===== config.mk =====
export PLATFORM = sky130hd
export DESIGN_NAME = ipv4_dotted_quad_parser_top
export DESIGN_NICKNAME = d
export VERILOG_FILES = /design/src/sv/ipq_pkg.sv /design/src/sv/ipv4_dotted_quad_parser_top.sv /design/src/sv/ipq_front.sv /design/src/sv/ipq_fifo.sv /design/src/sv/ipq_back.sv
export SDC_FILE = /design/constraint.sdc
export NUM_CORES = 1
export LEC_CHECK = 0
export BUFFER_PORTS_ARGS = -buffer_cell sky130_fd_sc_hd__buf_2
export CAP_MARGIN = 25
export CELL_PAD_IN_SITES_DETAIL_PLACEMENT = 1
export CELL_PAD_IN_SITES_GLOBAL_PLACEMENT = 1
export CORE_MARGIN = 4
export CORE_UTILIZATION = 45
export CTS_CLUSTER_DIAMETER = 120
export CTS_CLUSTER_SIZE = 30
export DETAILED_ROUTE_END_ITERATION = 8
export GPL_TIMING_DRIVEN = 0
export PLACE_DENSITY = 0.8
export REMOVE_ABC_BUFFERS = 1
export SLEW_MARGIN = 20
export SYNTH_ARGS = -nofsm -noshare
export SYNTH_HDL_FRONTEND = slang
export SYNTH_SLANG_ARGS = --single-unit

===== constraint.sdc =====
create_clock -name clk -period 4.7 [get_ports clk]
set_input_delay 0.235 -clock clk [delete_from_list [all_inputs] [get_ports clk]]
set_output_delay 0.235 -clock clk [all_outputs]
set_load 0.05 [all_outputs]

===== src/sv/ipq_pkg.sv =====
// Shared types, character codes and segment check for the IPv4 dotted-quad parser.
// No dependencies; imported by every module of the block.
package ipq_pkg;

    localparam logic [7:0] CHAR_ZERO = 8'h30;
    localparam logic [7:0] CHAR_NINE = 8'h39;
    localparam logic [7:0] CHAR_DOT  = 8'h2E;

    localparam logic [9:0] SEG_MAX    = 10'd255;
    localparam logic [1:0] MAX_DIGITS = 2'd3;
    localparam logic [1:0] LAST_SEG   = 2'd3;

    typedef enum logic [1:0] {
        CK_DIGIT,
        CK_DOT,
        CK_BAD
    } char_kind_t;

    typedef enum logic [2:0] {
        FLT_NONE     = 3'd0,
        FLT_BADCHAR  = 3'd1,
        FLT_EMPTY    = 3'd2,
        FLT_LONG     = 3'd3,
        FLT_LEADZERO = 3'd4,
        FLT_RANGE    = 3'd5,
        FLT_COUNT    = 3'd6
    } fault_t;

    // classified character as it travels from front to back
    typedef struct packed {
        char_kind_t kind;
        logic [3:0] digit;
        logic       last;
    } ipq_item_t;

    // fault of a segment that is being closed
    function automatic fault_t check_seg(input logic [9:0] value,
                                         input logic [1:0] digits,
                                         input logic       first_zero);
        fault_t f;
        f = FLT_NONE;
        if (digits == 2'd0)
        begin
            f = FLT_EMPTY;
        end
        else if (first_zero && digits > 2'd1)
        begin
            f = FLT_LEADZERO;
        end
        else if (value > SEG_MAX)
        begin
            f = FLT_RANGE;
        end
        return f;
    endfunction

endpackage


===== src/sv/ipv4_dotted_quad_parser_top.sv =====
// Top level of the IPv4 dotted-decimal address parser.
// Depends on ipq_pkg, ipq_front, ipq_fifo and ipq_back.
// Usage:
//   Slave stream: one ASCII character per word on s_tdata, s_tlast set on the
//   last character of the address text. A word is taken when s_tvalid and
//   s_tready are both high.
//   Master stream: one result word per text, issued for the s_tlast character:
//   m_tdata carries the 32-bit address (first segment in bits 31:24, zero when
//   invalid), m_tuser carries the valid flag and the fault code.
//   Fault codes: 0 ok, 1 bad char, 2 empty segment, 3 too long,
//   4 leading zero, 5 over 255, 6 wrong segment count. The first fault wins.
// Throughput: one character per cycle unless a final character waits on a busy result
//   slot; the segment update (multiply by ten via shifts, add) is combinational.
// Path: the last character is held in the front register, then written into the queue,
//   then popped into the result register, which raises m_tvalid.
// Stall: a stalled m_tready holds the result register; the back end keeps
//   consuming non-final characters and only blocks on the next last
//   character, after which the two-entry queue and front register fill
//   and s_tready drops.
// Reset: rst_n (async, active low) empties the queue, clears segment state, drops m_tvalid.
module ipv4_dotted_quad_parser_top (
    input  logic        clk,
    input  logic        rst_n,
    input  logic        s_tvalid,
    output logic        s_tready,
    input  logic [7:0]  s_tdata,   // [7:0] char_code
    input  logic        s_tlast,   // is_final
    output logic        m_tvalid,
    input  logic        m_tready,
    output logic [31:0] m_tdata,   // [31:0] address
    output logic [3:0]  m_tuser    // [0] addr_ok, [3:1] fault_kind
);
    import ipq_pkg::*;

    logic      fr_valid;
    logic      fr_ready;
    ipq_item_t fr_item;
    logic      q_valid;
    logic      q_ready;
    ipq_item_t q_item;
    logic      addr_ok;
    logic [2:0] fault_kind;

    assign m_tuser = {fault_kind, addr_ok};

    ipq_front u_front (
        .clk       (clk),
        .rst_n     (rst_n),
        .in_valid  (s_tvalid),
        .in_ready  (s_tready),
        .char_code (s_tdata),
        .is_final  (s_tlast),
        .out_valid (fr_valid),
        .out_ready (fr_ready),
        .out_item  (fr_item)
    );

    ipq_fifo u_fifo (
        .clk      (clk),
        .rst_n    (rst_n),
        .wr_valid (fr_valid),
        .wr_ready (fr_ready),
        .wr_item  (fr_item),
        .rd_valid (q_valid),
        .rd_ready (q_ready),
        .rd_item  (q_item)
    );

    ipq_back u_back (
        .clk        (clk),
        .rst_n      (rst_n),
        .in_valid   (q_valid),
        .in_ready   (q_ready),
        .in_item    (q_item),
        .res_valid  (m_tvalid),
        .res_ready  (m_tready),
        .addr_ok    (addr_ok),
        .address    (m_tdata),
        .fault_kind (fault_kind)
    );

endmodule


===== src/sv/ipq_front.sv =====
// Front end: accepts input words and classifies each character (digit, dot, other).
// Depends on ipq_pkg.
module ipq_front (
    input  logic               clk,
    input  logic               rst_n,
    input  logic               in_valid,
    output logic               in_ready,
    input  logic [7:0]         char_code,
    input  logic               is_final,
    output logic               out_valid,
    input  logic               out_ready,
    output ipq_pkg::ipq_item_t out_item
);
    import ipq_pkg::*;

    logic      valid_reg;
    logic      valid_next;
    ipq_item_t item_reg;
    ipq_item_t item_next;
    logic      take;

    assign in_ready  = !valid_reg || out_ready;
    assign take      = in_valid && in_ready;
    assign out_valid = valid_reg;
    assign out_item  = item_reg;

    always_comb
    begin
        valid_next = valid_reg;
        if (take)
        begin
            valid_next = 1'b1;
        end
        else if (out_ready)
        begin
            valid_next = 1'b0;
        end
    end

    always_comb
    begin
        logic [7:0] offset;
        offset          = char_code - CHAR_ZERO;
        item_next.digit = offset[3:0];
        item_next.last  = is_final;
        if (char_code inside {[CHAR_ZERO:CHAR_NINE]})
        begin
            item_next.kind = CK_DIGIT;
        end
        else if (char_code == CHAR_DOT)
        begin
            item_next.kind = CK_DOT;
        end
        else
        begin
            item_next.kind = CK_BAD;
        end
    end

    always_ff @(posedge clk or negedge rst_n)
    begin
        if (!rst_n)
        begin
            valid_reg <= 1'b0;
        end
        else
        begin
            valid_reg <= valid_next;
        end
    end

    always_ff @(posedge clk)
    begin
        if (take)
        begin
            item_reg <= item_next;
        end
    end

endmodule


===== src/sv/ipq_fifo.sv =====
// Two-entry queue of classified characters between front and back ends.
// Depends on ipq_pkg.
module ipq_fifo (
    input  logic               clk,
    input  logic               rst_n,
    input  logic               wr_valid,
    output logic               wr_ready,
    input  ipq_pkg::ipq_item_t wr_item,
    output logic               rd_valid,
    input  logic               rd_ready,
    output ipq_pkg::ipq_item_t rd_item
);
    import ipq_pkg::*;

    ipq_item_t  mem_reg [2];
    logic       wr_ptr_reg;
    logic       wr_ptr_next;
    logic       rd_ptr_reg;
    logic       rd_ptr_next;
    logic [1:0] count_reg;
    logic [1:0] count_next;
    logic       push;
    logic       pop;

    assign wr_ready = (count_reg != 2'd2);
    assign rd_valid = (count_reg != 2'd0);
    assign rd_item  = mem_reg[rd_ptr_reg];
    assign push     = wr_valid && wr_ready;
    assign pop      = rd_valid && rd_ready;

    always_comb
    begin
        wr_ptr_next = push ? ~wr_ptr_reg : wr_ptr_reg;
        rd_ptr_next = pop ? ~rd_ptr_reg : rd_ptr_reg;
        count_next  = count_reg;
        if (push && !pop)
        begin
            count_next = count_reg + 2'd1;
        end
        else if (pop && !push)
        begin
            count_next = count_reg - 2'd1;
        end
    end

    always_ff @(posedge clk or negedge rst_n)
    begin
        if (!rst_n)
        begin
            wr_ptr_reg <= 1'b0;
            rd_ptr_reg <= 1'b0;
            count_reg  <= 2'd0;
        end
        else
        begin
            wr_ptr_reg <= wr_ptr_next;
            rd_ptr_reg <= rd_ptr_next;
            count_reg  <= count_next;
        end
    end

    always_ff @(posedge clk)
    begin
        if (push)
        begin
            mem_reg[wr_ptr_reg] <= wr_item;
        end
    end

endmodule


===== src/sv/ipq_back.sv =====
// Back end: segment state, fault tracking and the registered result word.
// Depends on ipq_pkg.
module ipq_back (
    input  logic               clk,
    input  logic               rst_n,
    input  logic               in_valid,
    output logic               in_ready,
    input  ipq_pkg::ipq_item_t in_item,
    output logic               res_valid,
    input  logic               res_ready,
    output logic               addr_ok,
    output logic [31:0]        address,
    output logic [2:0]         fault_kind
);
    import ipq_pkg::*;

    logic [9:0]  seg_value_reg;
    logic [9:0]  seg_value_next;
    logic [1:0]  seg_digits_reg;
    logic [1:0]  seg_digits_next;
    logic [1:0]  seg_index_reg;
    logic [1:0]  seg_index_next;
    logic [23:0] octets_reg;
    logic [23:0] octets_next;
    logic        first_zero_reg;
    logic        first_zero_next;
    fault_t      fault_reg;
    fault_t      fault_next;

    logic        res_valid_reg;
    logic        res_valid_next;
    logic        addr_ok_reg;
    logic [31:0] address_reg;
    fault_t      fault_kind_reg;

    fault_t      res_fault;
    logic [31:0] res_addr;
    logic        pop;
    logic        slot_free;

    // non-final characters never need the result slot
    assign slot_free  = !res_valid_reg || res_ready;
    assign in_ready   = !in_item.last || slot_free;
    assign pop        = in_valid && in_ready;

    assign res_valid  = res_valid_reg;
    assign addr_ok    = addr_ok_reg;
    assign address    = address_reg;
    assign fault_kind = fault_kind_reg;

    // character step
    always_comb
    begin
        fault_t     f;
        logic [9:0] times_ten;
        times_ten       = {seg_value_reg[6:0], 3'b000} + {seg_value_reg[8:0], 1'b0};
        f               = FLT_NONE;
        seg_value_next  = seg_value_reg;
        seg_digits_next = seg_digits_reg;
        seg_index_next  = seg_index_reg;
        octets_next     = octets_reg;
        first_zero_next = first_zero_reg;
        fault_next      = fault_reg;
        if (fault_reg == FLT_NONE)
        begin
            case (in_item.kind)
                CK_DIGIT:
                begin
                    if (seg_digits_reg == MAX_DIGITS)
                    begin
                        fault_next = FLT_LONG;
                    end
                    else
                    begin
                        if (seg_digits_reg == 2'd0 && in_item.digit == 4'd0)
                        begin
                            first_zero_next = 1'b1;
                        end
                        seg_value_next  = times_ten + {6'd0, in_item.digit};
                        seg_digits_next = seg_digits_reg + 2'd1;
                    end
                end
                CK_DOT:
                begin
                    f = check_seg(seg_value_reg, seg_digits_reg, first_zero_reg);
                    if (f == FLT_NONE && seg_index_reg == LAST_SEG)
                    begin
                        f = FLT_COUNT;
                    end
                    if (f != FLT_NONE)
                    begin
                        fault_next = f;
                    end
                    else
                    begin
                        octets_next     = {octets_reg[15:0], seg_value_reg[7:0]};
                        seg_index_next  = seg_index_reg + 2'd1;
                        seg_value_next  = 10'd0;
                        seg_digits_next = 2'd0;
                        first_zero_next = 1'b0;
                    end
                end
                default:
                begin
                    fault_next = FLT_BADCHAR;
                end
            endcase
        end
    end

    // result of a final character, from the state after its step
    always_comb
    begin
        res_fault = fault_next;
        if (res_fault == FLT_NONE)
        begin
            res_fault = check_seg(seg_value_next, seg_digits_next, first_zero_next);
            if (res_fault == FLT_NONE && seg_index_next != LAST_SEG)
            begin
                res_fault = FLT_COUNT;
            end
        end
        res_addr = (res_fault == FLT_NONE) ? {octets_next, seg_value_next[7:0]} : 32'd0;
    end

    always_comb
    begin
        res_valid_next = res_valid_reg;
        if (pop && in_item.last)
        begin
            res_valid_next = 1'b1;
        end
        else if (res_ready)
        begin
            res_valid_next = 1'b0;
        end
    end

    always_ff @(posedge clk or negedge rst_n)
    begin
        if (!rst_n)
        begin
            seg_value_reg  <= 10'd0;
            seg_digits_reg <= 2'd0;
            seg_index_reg  <= 2'd0;
            octets_reg     <= 24'd0;
            first_zero_reg <= 1'b0;
            fault_reg      <= FLT_NONE;
            res_valid_reg  <= 1'b0;
        end
        else
        begin
            res_valid_reg <= res_valid_next;
            if (pop)
            begin
                if (in_item.last)
                begin
                    seg_value_reg  <= 10'd0;
                    seg_digits_reg <= 2'd0;
                    seg_index_reg  <= 2'd0;
                    octets_reg     <= 24'd0;
                    first_zero_reg <= 1'b0;
                    fault_reg      <= FLT_NONE;
                end
                else
                begin
                    seg_value_reg  <= seg_value_next;
                    seg_digits_reg <= seg_digits_next;
                    seg_index_reg  <= seg_index_next;
                    octets_reg     <= octets_next;
                    first_zero_reg <= first_zero_next;
                    fault_reg      <= fault_next;
                end
            end
        end
    end

    always_ff @(posedge clk)
    begin
        if (pop && in_item.last)
        begin
            addr_ok_reg    <= (res_fault == FLT_NONE);
            address_reg    <= res_addr;
            fault_kind_reg <= res_fault;
        end
    end

endmodule


---- Word level (Yosys, flattened, before mapping) ----
Memory sizes are Yosys's and may differ from the RTL's.
Cells that the tools add are included.
W data, S select, Z words.
storage, ports and cells
  bits in registers ....................... 91
  RAM bits ................................ 14
  logic and storage cells ................. 125
  output and inout port bits .............. 38
  memories kept ........................... 1
  input bits .............................. 13
memories
  memory          depth  bits a word  read ports  clocked after Yosys merged registers in  wr ports  line            RTL
  u_fifo.mem_reg  2      7            1           0                                        1         ipq_fifo.sv:15  ipq_item_t mem_reg [2];
operators by class
  mux-type cells .......................... 52
  order comparisons ....................... 6
  add/sub/neg operators ................... 7
  bitwise gates (word level) .............. 2
  eq/ne operators ......................... 6
  reductions and logical operators ........ 34
operators by type and width
  cell                   count
  $mux W24               4
  $mux W3                18
  $mux W10               4
  $mux W2                11
  $gt A10 B8 Y1 const B  2
  $pmux W10 S2           1
  $logic_not A3 Y1       5
  $logic_and A1 B1 Y1    12
  $mux W1                11
  $add A10 B10 Y10       1
  $add A10 B4 Y10        1
  $eq A8 B6 Y1 const B   1
  $ge A8 B6 Y1 const B   1
  $le A8 B6 Y1 const B   1
  $reduce_bool A2 Y1     4
  $add A2 B1 Y2 const B  3
  $logic_not A2 Y1       3
  $pmux W3 S2            1
  $logic_not A1 Y1       5
  $eq A2 B2 Y1 const B   2
  $gt A2 B1 Y1 const B   2
  $logic_not A4 Y1       1
  $ne A2 B2 Y1 const B   2
  $pmux W2 S2            1
  other kinds (7)        10

---- Logic depth before layout (Yosys ltp) ----
  depth in word-level cells ............... 25
  depth in mapped cells ................... 13
  mapped depth without buffers ............ 10

---- Cells and area by module ----
Synthesis repeated with hierarchy kept, for this count alone.
second synthesis, totals
  cells, all modules ...................... 411
  area total of the unflattened synthesis .. 5,383.9 µm²
by module, submodules not included
  module                       cells an instance  area an instance (µm²)  sequential area each (µm²)  instances
  ipq_back                     351                4,369.2                 2,157.1                     1
  ipq_fifo                     40                 715.7                   520.5                       1
  ipq_front                    19                 291.5                   235.2                       1
  ipv4_dotted_quad_parser_top  1                  7.5                     0.0                         1

---- Worst setup path after synthesis ----
No wires, ideal clock.
  path kind ............................... register -> register
  from .................................... reg u_fifo.rd_ptr_reg
  to ...................................... reg u_back.addr_ok_reg (netlist: u_back.addr_ok) (enable)
  library setup time ...................... 0.431 ns
  buffers on the path ..................... 2
  cell stages (with the launch flop) ...... 6
  clock period less this slack ............ 3.325 ns
  data required time ...................... 4.269 ns
  data arrival time ....................... 2.894 ns
  setup slack ............................. 1.375 ns
  cell sequence ........................... dfrtp_1 -> buf_2 -> mux2i_1 -> o22ai_1 -> clkbuf_1 -> nor2_1
between the ends
  longest elaborated chain between the ends .. 5
ends and longest elaborated chain
  what                     line             RTL
  from (decl)              ipq_fifo.sv:18   logic rd_ptr_reg;
  from (signal assigned)   ipq_fifo.sv:57   rd_ptr_reg <= rd_ptr_next;
  $mem_v2 Z2 W7 (*)        n/a
  $logic_not A1 Y1         ipq_back.sv:43   assign in_ready = !in_item.last || slot_free;
  $logic_or A1 B1 Y1       ipq_back.sv:43
  $logic_and A1 B1 Y1      ipq_back.sv:44   assign pop = in_valid && in_ready;
  $logic_and A1 B1 Y1 (*)  ipq_back.sv:180  if (pop && in_item.last)
  to (signal assigned)     ipq_back.sv:182  addr_ok_reg <= (res_fault == FLT_NONE);
  to (decl)                ipq_back.sv:32   logic addr_ok_reg;
Mark *: on every way between the ends. The rest lies on a longest branch, timed or not.
A chain may end at the register's enable or synchronous reset.

---- Worst setup path after layout ----
  from .................................... reg u_fifo.rd_ptr_reg
  to ...................................... reg u_back.address_reg[1] (netlist: u_back.address[1]) (data pin)
between the ends
  longest elaborated chain between the ends .. 16
  elaborated cells on any way between the ends .. 34
  those cells by class .................... 1 x add/sub; 2 x order compare; 2 x eq/ne; 19 x mux; 9 x reduce/logical; 1 x memory
ends and longest elaborated chain
  what                                                                      line             RTL
  $mem_v2 Z2 W7 (*)                                                         n/a
  parallel branches: the longest is 15 deep, another holds $add A10 B4 Y10  n/a
  to (signal assigned)                                                      ipq_back.sv:183  address_reg <= res_addr;
  to (decl)                                                                 ipq_back.sv:33   logic [31:0] address_reg;
Every way passes the cells marked *. The select of a mux whose other input is x is not followed.

==> flow_summary.yaml <==
status:
  status: "finished clean"
timing:
  timing.fmax_mhz: 273
  rsz0062_at_grt: "false"
  setup_tns_ns: 0
  relSlewSlack_pct: 41.4
  period_needed_ns: 3.67
  finalCritPeriodShare_pct: 78.0
  setup_viol: 0
  hold_viol: 0
  whs_ns: 0.0327
  report.final.slew_viol_count: 0
  worst_pin_slew_ns: 0.880
  worst_clock_skew_ns: 0.0103
worst_setup_path:
  worstPathMaxFanout: 27
  crit_family: "adder cells"
  crit_chain: "mux2_2 > ha_1 > ha_1 > fa_1 > a21o_1 > a221oi_1 > xnor2_1 > nand4bb_4 > buf_12 > a21oi_1"
  cp_num_buf_inv: 1
  arrival_ns: 3.80
  worst_setup_path_start_kind: "flip-flop"
  cp-end-kind: "flip-flop"
  slowest_delay_ns: 0.67
  crit_required_ns: 4.83
  cp_slowest_cell: "dfrtp_1"
  crit_top_cell: "ha_1"
  crit_type: "reg2reg"
synth:
  synthMuxAreaShare_pct: 1.89
  synth_cell_types: 58
  synth_simple_gate_area_share_pct: 12.0
  synth-edff-count: 57
  async_reset_ff_share_pct: 45.7
  synth_seq_area_share_pct: 57.9
  yosysWarningCount: 0
  synth_ff_type: "edfxtp_1"
  synth_adder_area_share_pct: 4.78
  ys_ff_latch: 105
  synth-compound-area-share_pct: 18.0
  synth-xor-area-share_pct: 2.26
  syn_area_per_cell_sq_um: 12.0
  synth_area_sq_um: 5030
  synth_cells: 418
  synth_top_family_by_area: "compound AO/OA/AOI/OAI gates"
placed_design:
  postPlaceCellArea_sq_um: 5470
  port_buffers: 50
  dpl.hpwl_um: 7870
  place.gp.congestion: 0.899
die:
  die_area_sq_um: 12900
  die_y_um: 114
  rows: 38
  die_x_um: 114
  fp.coreArea_sq_um: 10900
  initial_core_util_pct: 46.2
  io-pin-count: 51
route:
  vias_per_cell: 5.65
  vias: 3438
  postRouteAntennaNets: 0
  wire_per_inst_um: 18.1
  drc: 0
  routed_wl_um: 11000
  dr.first_iter.drc_count: 113
  first_pass_iters: 4
final_layout:
  final_cell_mix: "nand2_1, edfxtp_1, buf_2"
  largest_reg_flops: 32
  antenna_cells: 0
  layout.nets: 495
  area_growth_pct: 12.9
  final_common_cell: "nand2_1"
  fillCellCount: 1139
  drive_above_1_share_pct: 25.2
  seq_area_sq_um: 2910
  fin_area_sq_um: 5680
  final_util_pct: 52.1
  multi_input_area_sq_um: 1990
global_route:
  use_met3_pct: 2.55
  grt_max_degree: 29
  antenna_found_initial: 0
  grt_use_met2_pct: 31.7
  grt_pass1_wl_um: 18500
  track_usage_pct: 18.2
  grt_pass1_vias: 3621
  grtUsageMet1_pct: 23.1
  grt-busiest-layer: "met2"
  grt-ovfl-total: 0
power:
  powerDensity_nw_per_um2: 601
  finalPower_mw: 3.41
  leakage_nw: 2.27
  ir_drop_uv: 373
cts:
  cts_tree: "yes"
  cts_resized: 0
  numCtsBuffers: 9
  clk_path_buf_depth: 2
  clock-sinks: 105
  clk_pin_slew_worst_paths_ns: 0.10
  htree_num_levels: 3
  clkLatencyLatePin_ns: 0.38
  cts-root-buf: "clkbuf_8"
flow_run:
  max_cap_violations: 0
hold_path:
  hp-class: "in2reg"
## stage by stage
step,worst slack [ns],instances
final,1.03,609
after floorplan,0.376,396
after global placement,-0.676,586
after CTS,0.990,609
after detailed placement,1.03,592
after global routing,0.857,609
## report_power, final
part	leakage, nW	total, mW	internal [mW]	switching, mW
registers	1.20	1.39	1.25	0.136
clock network	0.0962	0.568	0.244	0.324
logic	0.968	1.45	0.376	1.08
## final timing paths
| path | from | to | slack (ns) | cells after the start |
|---|---|---|---|---|
| max | u_fifo.rd_ptr_reg | u_back.address[1] | 1.03 | 10 |
| max reg2reg | u_fifo.rd_ptr_reg | u_back.address[1] | 1.03 | 10 |
| max in group asynchronous | rst_n | u_back.fault_reg[1] | 3.74 | 3 |
| min reg2reg | u_front.out_item[5] | u_fifo.mem_reg[0][5] | 0.46 | 0 |
| min | s_tlast | u_front.out_item[0] | 0.03 | 1 |
| min in group asynchronous | rst_n | u_back.octets_reg[20] | 0.39 | 2 |
## logic make-up after synthesis
family | count (synthesis)
fa+ha+maj | 18
compound gates | 116
mux | 9
xor+xnor | 13
buf+inv | 33
flops | 105
simple gates | 124
## cells in the mapped netlist (all sizes together), types with 3 or more instances
cell type   n  area, sq um
nand2      75          282
edfxtp     57         1710
dfrtp      48         1200
a21oi      43          328
a22o       26          228
nor2       18         67.6
ha         16          200
buf        12         81.3
inv        11         41.3
clkbuf     10         37.5
o21ai       8         40.0
o2bb2ai     8         70.1
xnor2       8         70.1
a21o        7         52.6
mux2i       5         50.1
nand2b      5         31.3
xor2        5         43.8
mux2        4         45.0
a31oi       3         18.8
and2        3         18.8
and3        3         18.8
nor3        3         31.3
o211ai      3         22.5
## area by class of cell
| class | count | share of cell area [%] |
|---|---|---|
| Tap cell | 140 | 3.09 |
| Multi-Input combinational cell | 280 | 35.1 |
| Inverter | 11 | 0.727 |
| Clock inverter | 4 | 0.573 |
| Clock buffer | 12 | 2.93 |
| Timing Repair Buffer | 57 | 6.30 |
| Sequential cell | 105 | 51.3 |
## layer usage
layer	routed length, um	part of all wire (%)	vias up
li1	-	-	1627
met5	0	0	-
met4	187	1.7	0
met3	401	3.6	14
met1	4770	43	1729
met2	5640	51	68
## what timing repair did
item,4_1_cts,5_1_grt
buffers inserted,0,0
endpoints found under the setup margin,0,0
endpoints found under the hold margin,24,0
hold buffers,1,0
Note: power is estimated with default switching activity, not from simulation.
